**config.mk**
```make
export PLATFORM = sky130hd
export DESIGN_NAME = rtp_header_parser
export DESIGN_NICKNAME = d
export VERILOG_FILES = /design/src/hw/rtl/rhp_pkg.sv /design/src/hw/rtl/rtp_header_parser.sv /design/src/hw/rtl/rhp_fifo.sv /design/src/hw/rtl/rhp_front.sv /design/src/hw/rtl/rhp_back.sv
export SDC_FILE = /design/constraint.sdc
export NUM_CORES = 2
export LEC_CHECK = 0
export BUFFER_PORTS_ARGS = -buffer_cell sky130_fd_sc_hd__buf_2
export CORE_AREA = 5 5 371 373
export CTS_CLUSTER_SIZE = 8
export DETAILED_ROUTE_END_ITERATION = 8
export DIE_AREA = 0 0 376 378
export PLACE_DENSITY = 0.74
export SYNTH_ARGS = -nofsm -noshare
export SYNTH_HDL_FRONTEND = slang
export SYNTH_SLANG_ARGS = --single-unit
```
**constraint.sdc**
```tcl
create_clock -name i_clk -period 11.5 [get_ports i_clk]
set_clock_uncertainty 0.15 [all_clocks]
set_input_delay 2.3 -clock i_clk [delete_from_list [all_inputs] [get_ports i_clk]]
set_output_delay 2.3 -clock i_clk [all_outputs]
set_load 0.01 [all_outputs]
```
**src/hw/rtl/rhp_pkg.sv**
```systemverilog
// rtp header parser package: descriptor and result types, field codes
package rhp_pkg;

    localparam int HDR_FIXED_BYTES = 12;
    localparam int LEN_W           = 16;
    // wide enough for 12 + 60 + 4 + 4 * 65535
    localparam int HL_W            = 19;

    localparam logic [1:0] KIND_HDR    = 2'd0;
    localparam logic [1:0] KIND_CSRC   = 2'd1;
    localparam logic [1:0] KIND_LAYOUT = 2'd2;

    localparam logic [2:0] STAT_OK            = 3'd0;
    localparam logic [2:0] STAT_SHORT         = 3'd1;
    localparam logic [2:0] STAT_CSRC_CUT      = 3'd2;
    localparam logic [2:0] STAT_EXT_HDR_CUT   = 3'd3;
    localparam logic [2:0] STAT_EXT_DATA_CUT  = 3'd4;
    localparam logic [2:0] STAT_BAD_PAD       = 3'd5;
    localparam logic [2:0] STAT_TOO_LONG      = 3'd6;

    // one parsed packet, handed from the front end to the back end
    typedef struct packed {
        logic [7:0]       b0;
        logic [7:0]       b1;
        logic [15:0]      seq;
        logic [31:0]      ts;
        logic [31:0]      ssrc;
        logic [15:0]      prof;
        logic [15:0]      ewords;
        logic [LEN_W-1:0] len;
        logic [7:0]       pad_byte;
        logic             too_long;
        logic [3:0]       nwords;
    } t_desc;

    typedef struct packed {
        logic [1:0]  kind;
        logic [1:0]  version;
        logic        padding_flag;
        logic        extension_flag;
        logic [3:0]  csrc_count;
        logic        marker;
        logic [6:0]  payload_type;
        logic [15:0] half_field;
        logic [31:0] word_a;
        logic [31:0] word_b;
        logic [2:0]  status;
        logic        last_result;
    } t_result;

endpackage

```
**src/hw/rtl/rtp_header_parser.sv**
```systemverilog
// rtp header parser: one packet byte per cycle in, header/csrc/layout items out
// input: one byte per cycle; stalls only when the packet queue or csrc word queue is full
// after the final byte, the back end sequencer steps through idle, calc1, calc2 and calc3
// before the header item shows, then sends any csrc items and last the layout item
// the back end works on each packet overlapped with input of the next packet
// reset is synchronous active low: queues empty, byte count and header fields cleared
module rtp_header_parser import rhp_pkg::*; #(
    parameter int MAX_PACKET_BYTES = 65535,
    parameter int MAX_CSRC         = 15
) (
    input  logic        i_clk,
    input  logic        i_rst_n,
    input  logic        i_in_valid,
    output logic        o_in_stall,
    input  logic [7:0]  i_data_byte,
    input  logic        i_end_of_packet,
    output logic        o_out_valid,
    input  logic        i_out_stall,
    output logic [1:0]  o_kind,
    output logic [1:0]  o_version,
    output logic        o_padding_flag,
    output logic        o_extension_flag,
    output logic [3:0]  o_csrc_count,
    output logic        o_marker,
    output logic [6:0]  o_payload_type,
    output logic [15:0] o_half_field,
    output logic [31:0] o_word_a,
    output logic [31:0] o_word_b,
    output logic [2:0]  o_status,
    output logic        o_last_result
);

    localparam int IDX_W   = $clog2(MAX_PACKET_BYTES + 1);
    localparam int WORD_AW = $clog2(MAX_CSRC + 1) + 1;
    localparam int DESC_AW = 1;

    logic        desc_push, desc_full, desc_pop, desc_empty;
    t_desc       desc_in, desc_out;
    logic        word_push, word_full, word_pop, word_empty;
    logic [31:0] word_in, word_out;
    t_result     res;

    rhp_front #(
        .MAX_PACKET_BYTES (MAX_PACKET_BYTES),
        .MAX_CSRC         (MAX_CSRC),
        .IDX_W            (IDX_W)
    ) u_front (
        .i_clk           (i_clk),
        .i_rst_n         (i_rst_n),
        .i_valid         (i_in_valid),
        .i_data_byte     (i_data_byte),
        .i_end_of_packet (i_end_of_packet),
        .o_stall         (o_in_stall),
        .o_desc_push     (desc_push),
        .o_desc          (desc_in),
        .i_desc_full     (desc_full),
        .o_word_push     (word_push),
        .o_word          (word_in),
        .i_word_full     (word_full)
    );

    rhp_fifo #(
        .WIDTH ($bits(t_desc)),
        .AW    (DESC_AW)
    ) u_desc_q (
        .i_clk   (i_clk),
        .i_rst_n (i_rst_n),
        .i_push  (desc_push),
        .i_data  (desc_in),
        .o_full  (desc_full),
        .i_pop   (desc_pop),
        .o_data  (desc_out),
        .o_empty (desc_empty)
    );

    rhp_fifo #(
        .WIDTH (32),
        .AW    (WORD_AW)
    ) u_word_q (
        .i_clk   (i_clk),
        .i_rst_n (i_rst_n),
        .i_push  (word_push),
        .i_data  (word_in),
        .o_full  (word_full),
        .i_pop   (word_pop),
        .o_data  (word_out),
        .o_empty (word_empty)
    );

    rhp_back u_back (
        .i_clk        (i_clk),
        .i_rst_n      (i_rst_n),
        .i_desc       (desc_out),
        .i_desc_empty (desc_empty),
        .o_desc_pop   (desc_pop),
        .i_word       (word_out),
        .i_word_empty (word_empty),
        .o_word_pop   (word_pop),
        .o_out_valid  (o_out_valid),
        .i_out_stall  (i_out_stall),
        .o_res        (res)
    );

    assign o_kind           = res.kind;
    assign o_version        = res.version;
    assign o_padding_flag   = res.padding_flag;
    assign o_extension_flag = res.extension_flag;
    assign o_csrc_count     = res.csrc_count;
    assign o_marker         = res.marker;
    assign o_payload_type   = res.payload_type;
    assign o_half_field     = res.half_field;
    assign o_word_a         = res.word_a;
    assign o_word_b         = res.word_b;
    assign o_status         = res.status;
    assign o_last_result    = res.last_result;

    a_word_q_no_overflow: assert property (@(posedge i_clk) disable iff (!i_rst_n)
        word_push |-> !word_full)
        else $error("csrc word queue written while full");

    a_desc_q_no_overflow: assert property (@(posedge i_clk) disable iff (!i_rst_n)
        desc_push |-> !desc_full)
        else $error("packet queue written while full");

    a_word_q_no_underflow: assert property (@(posedge i_clk) disable iff (!i_rst_n)
        word_pop |-> !word_empty)
        else $error("csrc word queue read while empty");

    a_last_is_layout: assert property (@(posedge i_clk) disable iff (!i_rst_n)
        (o_out_valid && o_last_result) |-> (o_kind == KIND_LAYOUT))
        else $error("last item of a packet is not a layout item");

    a_csrc_item_clean: assert property (@(posedge i_clk) disable iff (!i_rst_n)
        (o_out_valid && (o_kind == KIND_CSRC)) |->
            (o_word_b == 32'd0 && o_half_field == 16'd0 && o_version == 2'd0))
        else $error("csrc item carries header or layout fields");

endmodule

```
**src/hw/rtl/rhp_fifo.sv**
```systemverilog
// small first-word-fall-through queue
module rhp_fifo #(
    parameter int WIDTH,
    parameter int AW
) (
    input  logic             i_clk,
    input  logic             i_rst_n,
    input  logic             i_push,
    input  logic [WIDTH-1:0] i_data,
    output logic             o_full,
    input  logic             i_pop,
    output logic [WIDTH-1:0] o_data,
    output logic             o_empty
);

    logic [WIDTH-1:0] r_mem [2**AW];
    logic [AW-1:0]    r_wr_ptr;
    logic [AW-1:0]    r_rd_ptr;
    logic [AW:0]      r_count;

    // count never exceeds the depth, so the top bit alone means full
    assign o_full  = r_count[AW];
    assign o_empty = (r_count == '0);
    assign o_data  = r_mem[r_rd_ptr];

    always_ff @(posedge i_clk) begin
        if (i_push) begin
            r_mem[r_wr_ptr] <= i_data;
        end
    end

    always_ff @(posedge i_clk) begin
        if (!i_rst_n) begin
            r_wr_ptr <= '0;
            r_rd_ptr <= '0;
            r_count  <= '0;
        end else begin
            if (i_push) begin
                r_wr_ptr <= r_wr_ptr + AW'(1);
            end
            if (i_pop) begin
                r_rd_ptr <= r_rd_ptr + AW'(1);
            end
            case ({i_push, i_pop})
                2'b10:   r_count <= r_count + (AW+1)'(1);
                2'b01:   r_count <= r_count - (AW+1)'(1);
                default: r_count <= r_count;
            endcase
        end
    end

endmodule

```
**src/hw/rtl/rhp_front.sv**
```systemverilog
// front end: takes packet bytes, sorts each into its header role, queues results
module rhp_front import rhp_pkg::*; #(
    parameter int MAX_PACKET_BYTES,
    parameter int MAX_CSRC,
    parameter int IDX_W
) (
    input  logic        i_clk,
    input  logic        i_rst_n,
    input  logic        i_valid,
    input  logic [7:0]  i_data_byte,
    input  logic        i_end_of_packet,
    output logic        o_stall,
    output logic        o_desc_push,
    output t_desc       o_desc,
    input  logic        i_desc_full,
    output logic        o_word_push,
    output logic [31:0] o_word,
    input  logic        i_word_full
);

    localparam int CW = ((IDX_W > 7) ? IDX_W : 7) + 1;

    logic [IDX_W-1:0] r_idx, n_idx;
    logic [7:0]       r_b0, n_b0;
    logic [7:0]       r_b1, n_b1;
    logic [15:0]      r_seq, n_seq;
    logic [31:0]      r_ts, n_ts;
    logic [31:0]      r_ssrc, n_ssrc;
    logic [15:0]      r_prof, n_prof;
    logic [15:0]      r_ewords, n_ewords;
    logic [23:0]      r_word_sh, n_word_sh;
    logic [3:0]       r_nwords, n_nwords;

    logic          accept;
    logic          too_long;
    logic [CW-1:0] idx_x;
    logic [CW-1:0] hdr;
    logic [CW-1:0] pos;
    logic [3:0]    wsel;
    logic          word_done;

    assign o_stall  = i_desc_full || i_word_full;
    assign accept   = i_valid && !o_stall;
    assign too_long = (r_idx == IDX_W'(MAX_PACKET_BYTES));
    assign idx_x    = CW'(r_idx);
    assign hdr      = CW'({r_b0[3:0], 2'b00}) + CW'(HDR_FIXED_BYTES);
    assign pos      = idx_x - CW'(HDR_FIXED_BYTES);
    assign wsel     = pos[5:2];

    always_comb begin
        n_idx     = r_idx;
        n_b0      = r_b0;
        n_b1      = r_b1;
        n_seq     = r_seq;
        n_ts      = r_ts;
        n_ssrc    = r_ssrc;
        n_prof    = r_prof;
        n_ewords  = r_ewords;
        n_word_sh = r_word_sh;
        n_nwords  = r_nwords;
        word_done = 1'b0;
        if (!too_long) begin
            if (idx_x == CW'(0)) begin
                n_b0 = i_data_byte;
            end else if (idx_x == CW'(1)) begin
                n_b1 = i_data_byte;
            end else if (idx_x < CW'(4)) begin
                n_seq = {r_seq[7:0], i_data_byte};
            end else if (idx_x < CW'(8)) begin
                n_ts = {r_ts[23:0], i_data_byte};
            end else if (idx_x < CW'(HDR_FIXED_BYTES)) begin
                n_ssrc = {r_ssrc[23:0], i_data_byte};
            end else if (idx_x < hdr) begin
                // csrc words beyond the store limit are dropped, though their bytes still advance the byte index
                if ({1'b0, wsel} < 5'(MAX_CSRC)) begin
                    n_word_sh = {r_word_sh[15:0], i_data_byte};
                    if (pos[1:0] == 2'b11) begin
                        word_done = 1'b1;
                        n_nwords  = r_nwords + 4'd1;
                    end
                end
            end else if (r_b0[4] && (idx_x < hdr + CW'(4))) begin
                if (idx_x < hdr + CW'(2)) begin
                    n_prof = {r_prof[7:0], i_data_byte};
                end else begin
                    n_ewords = {r_ewords[7:0], i_data_byte};
                end
            end
            n_idx = r_idx + IDX_W'(1);
        end
    end

    assign o_word_push = accept && word_done;
    assign o_word      = {r_word_sh, i_data_byte};
    assign o_desc_push = accept && i_end_of_packet;

    always_comb begin
        o_desc.b0       = n_b0;
        o_desc.b1       = n_b1;
        o_desc.seq      = n_seq;
        o_desc.ts       = n_ts;
        o_desc.ssrc     = n_ssrc;
        o_desc.prof     = n_prof;
        o_desc.ewords   = n_ewords;
        o_desc.len      = LEN_W'(r_idx) + LEN_W'(1);
        o_desc.pad_byte = i_data_byte;
        o_desc.too_long = too_long;
        o_desc.nwords   = n_nwords;
    end

    always_ff @(posedge i_clk) begin
        if (accept) begin
            r_word_sh <= n_word_sh;
        end
    end

    always_ff @(posedge i_clk) begin
        if (!i_rst_n) begin
            r_idx    <= '0;
            r_b0     <= '0;
            r_b1     <= '0;
            r_seq    <= '0;
            r_ts     <= '0;
            r_ssrc   <= '0;
            r_prof   <= '0;
            r_ewords <= '0;
            r_nwords <= '0;
        end else if (accept) begin
            if (i_end_of_packet) begin
                r_idx    <= '0;
                r_b0     <= '0;
                r_b1     <= '0;
                r_seq    <= '0;
                r_ts     <= '0;
                r_ssrc   <= '0;
                r_prof   <= '0;
                r_ewords <= '0;
                r_nwords <= '0;
            end else begin
                r_idx    <= n_idx;
                r_b0     <= n_b0;
                r_b1     <= n_b1;
                r_seq    <= n_seq;
                r_ts     <= n_ts;
                r_ssrc   <= n_ssrc;
                r_prof   <= n_prof;
                r_ewords <= n_ewords;
                r_nwords <= n_nwords;
            end
        end
    end

endmodule

```
**src/hw/rtl/rhp_back.sv**
```systemverilog
// back end: checks one packet's layout and sends its header, csrc and layout items
module rhp_back import rhp_pkg::*; (
    input  logic        i_clk,
    input  logic        i_rst_n,
    input  t_desc       i_desc,
    input  logic        i_desc_empty,
    output logic        o_desc_pop,
    input  logic [31:0] i_word,
    input  logic        i_word_empty,
    output logic        o_word_pop,
    output logic        o_out_valid,
    input  logic        i_out_stall,
    output t_result     o_res
);

    typedef enum logic [6:0] {
        ST_IDLE  = 7'b0000001,
        ST_CALC1 = 7'b0000010,
        ST_CALC2 = 7'b0000100,
        ST_CALC3 = 7'b0001000,
        ST_HDR   = 7'b0010000,
        ST_CSRC  = 7'b0100000,
        ST_LAST  = 7'b1000000
    } t_bstate;

    t_bstate          r_state, n_state;
    t_desc            r_d;
    logic [2:0]       r_status;
    logic [HL_W-1:0]  r_hext;
    logic [HL_W-1:0]  r_hfin;
    logic             r_have_prof;
    logic [15:0]      r_wa;
    logic [15:0]      r_wb;
    logic [3:0]       r_left;
    logic             r_out_valid, n_out_valid;
    t_result          r_out, n_out;

    logic            ext;
    logic            pad;
    logic [HL_W-1:0] hlen;
    logic [HL_W-1:0] len_x;
    logic [HL_W-1:0] b_x;
    logic            emit_csrc;
    logic            load_ok;
    logic            item_valid;
    t_result         item;

    assign ext     = r_d.b0[4];
    assign pad     = r_d.b0[5];
    assign hlen    = HL_W'({r_d.b0[3:0], 2'b00}) + HL_W'(HDR_FIXED_BYTES);
    assign len_x   = HL_W'(r_d.len);
    assign b_x     = HL_W'(r_d.pad_byte);
    assign load_ok = !r_out_valid || !i_out_stall;
    // packets with cut csrc words, short and over-long packets send no csrc items
    assign emit_csrc = (r_status == STAT_OK) || (r_status == STAT_EXT_HDR_CUT) ||
                       (r_status == STAT_EXT_DATA_CUT) || (r_status == STAT_BAD_PAD);

    always_comb begin
        n_state    = r_state;
        o_desc_pop = 1'b0;
        o_word_pop = 1'b0;
        item_valid = 1'b0;
        item       = '0;
        item.status = r_status;
        case (r_state)
            ST_IDLE: begin
                if (!i_desc_empty) begin
                    o_desc_pop = 1'b1;
                    n_state    = ST_CALC1;
                end
            end
            ST_CALC1: n_state = ST_CALC2;
            ST_CALC2: n_state = ST_CALC3;
            ST_CALC3: n_state = ST_HDR;
            ST_HDR: begin
                item_valid = 1'b1;
                item.kind  = KIND_HDR;
                if (r_status != STAT_SHORT) begin
                    item.version        = r_d.b0[7:6];
                    item.padding_flag   = r_d.b0[5];
                    item.extension_flag = r_d.b0[4];
                    item.csrc_count     = r_d.b0[3:0];
                    item.marker         = r_d.b1[7];
                    item.payload_type   = r_d.b1[6:0];
                    item.half_field     = r_d.seq;
                    item.word_a         = r_d.ts;
                    item.word_b         = r_d.ssrc;
                end
                if (load_ok) begin
                    n_state = ST_CSRC;
                end
            end
            ST_CSRC: begin
                if (r_left == 4'd0) begin
                    n_state = ST_LAST;
                end else if (!i_word_empty) begin
                    if (emit_csrc) begin
                        item_valid  = 1'b1;
                        item.kind   = KIND_CSRC;
                        item.word_a = i_word;
                        o_word_pop  = load_ok;
                    end else begin
                        // words of a rejected packet are discarded
                        o_word_pop = 1'b1;
                    end
                end
            end
            ST_LAST: begin
                item_valid       = 1'b1;
                item.kind        = KIND_LAYOUT;
                item.half_field  = r_have_prof ? r_d.prof : 16'd0;
                item.word_a      = 32'(r_wa);
                item.word_b      = 32'(r_wb);
                item.last_result = 1'b1;
                if (load_ok) begin
                    n_state = ST_IDLE;
                end
            end
            default: n_state = ST_IDLE;
        endcase

        n_out_valid = r_out_valid && i_out_stall;
        n_out       = r_out;
        if (item_valid && load_ok) begin
            n_out_valid = 1'b1;
            n_out       = item;
        end
    end

    always_ff @(posedge i_clk) begin
        r_out <= n_out;
        if (o_desc_pop) begin
            r_d    <= i_desc;
            r_left <= i_desc.nwords;
        end else if (o_word_pop) begin
            r_left <= r_left - 4'd1;
        end
        case (r_state)
            ST_CALC1: begin
                r_wa        <= '0;
                r_wb        <= '0;
                r_have_prof <= 1'b0;
                r_hfin      <= hlen;
                r_hext      <= hlen + HL_W'(4) + HL_W'({r_d.ewords, 2'b00});
                if (r_d.too_long) begin
                    r_status <= STAT_TOO_LONG;
                end else if (len_x < HL_W'(HDR_FIXED_BYTES)) begin
                    r_status <= STAT_SHORT;
                end else if (hlen > len_x) begin
                    r_status <= STAT_CSRC_CUT;
                end else if (ext && (hlen + HL_W'(4) > len_x)) begin
                    r_status <= STAT_EXT_HDR_CUT;
                end else begin
                    r_status <= STAT_OK;
                end
            end
            ST_CALC2: begin
                if ((r_status == STAT_OK) && ext) begin
                    r_have_prof <= 1'b1;
                    if (r_hext > len_x) begin
                        r_status <= STAT_EXT_DATA_CUT;
                    end else begin
                        r_hfin <= r_hext;
                    end
                end
            end
            ST_CALC3: begin
                if (r_status == STAT_OK) begin
                    // header length is known to fit the packet length here
                    r_wa <= r_hfin[15:0];
                    if (pad && (r_hfin + b_x > len_x)) begin
                        r_status <= STAT_BAD_PAD;
                    end else begin
                        r_wb <= r_d.len - r_hfin[15:0] - (pad ? 16'(r_d.pad_byte) : 16'd0);
                    end
                end
            end
            default: ;
        endcase
    end

    always_ff @(posedge i_clk) begin
        if (!i_rst_n) begin
            r_state     <= ST_IDLE;
            r_out_valid <= 1'b0;
        end else begin
            r_state     <= n_state;
            r_out_valid <= n_out_valid;
        end
    end

    assign o_out_valid = r_out_valid;
    assign o_res       = r_out;

endmodule

```
==> results.yml <==
outcome:
  status: "completed"
detailed_routing:
  viasPerCell: 6.37
  drtIter0Drc: 4798
  ant_nets: 0
  avgRoutedWirePerCell_um: 29.2
  dr.pass1.iters: 9
  vias: 39600
  drcViolationCount: 0
  wirelength_mm: 181
power_and_ir_drop:
  pwr-share-comb_pct: 9.2
  switchingPower_mw: 3.95
  switching_share_pct: 23.3
  clkPwrFrac_pct: 43.0
  p_total_mw: 16.9
  intPower_mw: 13.0
  ir_worst_vdd_mv: 0.167
  pwr-share-seq_pct: 47.8
  power_density_mw_per_mm2: 199
  p_leak_nw: 27.7
timing:
  min_period_ns: 5.29
  tns_ns: 0
  slew_violations: 0
  relSlewSlack_pct: 11.0
  rsz0062_at_grt: "no"
  max_freq_mhz: 189
  hold_viol_final: 0
  worstMarginPinSlew_ns: 1.33
  fin_crit_sh_pct: 46.0
  setup_viol: 0
synth:
  yosysMostFrequentCell: "edfxtp_1"
  async_reset_ff_share_pct: 0
  yosysSeqAreaShare_pct: 73.1
  synth-edff-count: 1689
  yosys_warnings: 0
  synthDistinctLibCells: 82
  synthTopCellsByCount: "1689 x edfxtp_1, 320 x mux4_2, 229 x mux2_2"
  synthCells: 4052
  ys_top_cells_by_area: "edfxtp_1 68%, mux4_2 9.7%, dfxtp_1 4.9%"
  synth.avg_cell_area_um2: 18.4
  ys_ff_latch: 1871
  synthesis.area_mm2: 0.0744
  synth_top_area_cell: "edfxtp_1"
  synth_top_cell_area_share_pct: 68.2
  ys.flop_type: "edfxtp_1"
clock_network:
  cts_tree: "yes"
  clock_latency_ns: 0.88
  path_clk_slew_ns: 0.05
  cts_hold_buffers: 0
  cts_made_buffers: 284
  cts-resized-gates: 0
  root_buffer: "clkbuf_16"
  cts_sinks: 1871
  cts_buffer_depth: 4
  post_cts_buffers: 0
  cts_max_level: 5
finish:
  multi_input_area_mm2: 0.0192
  fin_area_mm2: 0.0849
  seqCellArea_mm2: 0.0544
  nNetsFinal: 4453
  layout-drive-gt1-share_pct: 25.1
  n_fill_cell: 8833
  area_growth_pct: 14.2
global_route:
  antenna_found_initial: 7
  overflow: 0
  grt_pass1_vias: 39000
  grt_max_degree: 102
  grt_pass1_wl_mm: 266
  grt.total_usage_pct: 25.5
worst_setup_path:
  cp.required_ns: 11.82
  crit_type: "register to register"
  crit_path_end_kind: "register"
  worstSetupStartpointType: "register"
  crit_fanout: 32
  arrival_ns: 5.61
floorplan:
  die_area_mm2: 0.142
  die_w_um: 376
  rows: 135
  die_h_um: 378
  initial_core_util_pct: 55.4
  core_mm2: 0.134
  io_pins: 117
min_path:
  min_path_type: "register to register"
placed_design:
  place_area_mm2: 0.0772
  place_congestion: 0.897
  dp_hpwl_mm: 105
  port_buffers: 116
job:
  maxCapViolCount: 0
routing by layer:
layer  share of wire [%]  up-vias  wire length (um)  track usage [%]
met5               0.013        -                23                0
met4                 2.9        4              5210             7.81
met3                  10      344             18700             6.71
met2                  47     2430             85000             39.0
met1                  40    20300             72400             36.5
li1                    -    16600                 -                -
worst paths after layout:
kind | start | endpoint | slack, ns | cells past startpoint
max | u_front.r_b0[0] | u_word_q.r_mem[27][6] | 6.21 | 10
min | u_front.r_ewords[9] | u_front.r_ewords[9] | 0.30 | 2
max reg2reg | u_front.r_b0[0] | u_word_q.r_mem[27][6] | 6.21 | 10
min reg2reg | u_front.r_ewords[9] | u_front.r_ewords[9] | 0.30 | 2
per-stage QoR:
| stage | worst slack, ns | utilization (%) | instances | hold WS [ns] |
|---|---|---|---|---|
| floorplan | 1.23 | - | 4053 | 0.281 |
| global placement | 5.76 | 57.5 | 5822 | 0.288 |
| detailed placement | 5.75 | 57.5 | 5822 | 0.294 |
| CTS | 6.20 | 63.2 | 6212 | 0.300 |
| global route | 5.81 | 63.2 | 6213 | 0.337 |
| finish | 6.21 | 63.2 | 6216 | 0.300 |
cell families after synthesis:
group | Yosys count | share of synthesized area, %
compound gates | 408 | 3.90
mux | 568 | 13.4
other cells | 2 | 0.0101
buf+inv | 275 | 1.54
simple gates | 727 | 5.02
flops | 1871 | 73.1
fa+ha+maj | 113 | 1.99
xor+xnor | 88 | 1.04
layout make-up:
class	instances	share of cell area (%)
Clock inverter	6	0.0633
Clock buffer	384	9.06
Inverter	84	0.371
Multi-Input combinational cell	1907	22.6
Sequential cell	1871	64.0
Tap cell	1781	2.62
Timing Repair Buffer	179	1.26
Antenna cell	4	0.0118
state kept, by name (all words and copies together) (netlist names), 14 cells and up, named ones only:
name               flops
u_front.r_prof        16
u_front.r_word_sh     24
u_word_q.r_mem      1024
u_back.o_res         102
u_front.r_ewords      16
u_front.r_ssrc        32
u_back.r_d           127
u_back.r_hfin         17
u_front.r_seq         16
u_front.r_idx         16
u_back.r_wb           16
u_desc_q.r_mem       314
u_back.r_wa           14
u_back.r_hext         17
u_back.len_x          16
u_front.r_ts          32
power groups by stage:
stage          clock (mW)  sequential, mW  combinational (mW)
3_3_place_gp            0            8.20                1.52
2_1_floorplan           0            8.11                1.11
5_1_grt              7.71            8.10                1.72
4_1_cts              7.37            8.08                1.56
3_5_place_dp            0            8.20                1.54
6_report             7.29            8.09                1.57
critical path: stages, from the launching register on:
cell and delay (ns):
dfxtp_1 0.48, inv_1 0.11, ha_1 0.24, nand3b_1 0.20, ha_1 0.34, a211oi_1 0.23, nand3_1 0.19, a211oi_1 0.40
and3_1 0.61, nand2_1 0.70, nor2_4 1.15
placed cells by master, fill, tap and decap left out, types with 36 or more instances in the layout:
master | Yosys | routed
edfxtp_1 | 1689 | 1689
mux4_2 | 320 | 320
clkbuf_16 | 0 | 294
mux2_2 | 229 | 229
nand2_1 | 213 | 213
dfxtp_1 | 182 | 177
nor2b_1 | 123 | 123
buf_2 | 42 | 115
ha_1 | 104 | 104
a22oi_1 | 100 | 100
nor2_1 | 135 | 99
clkbuf_1 | 128 | 90
inv_1 | 83 | 83
a21oi_1 | 71 | 70
and2_1 | 66 | 66
buf_4 | 0 | 63
a22o_1 | 61 | 61
xnor2_1 | 59 | 59
o21ai_0 | 57 | 56
nand3_1 | 39 | 39
and3_1 | 37 | 36
nor2_4 | 1 | 36
(Power assumes the default switching activity.)
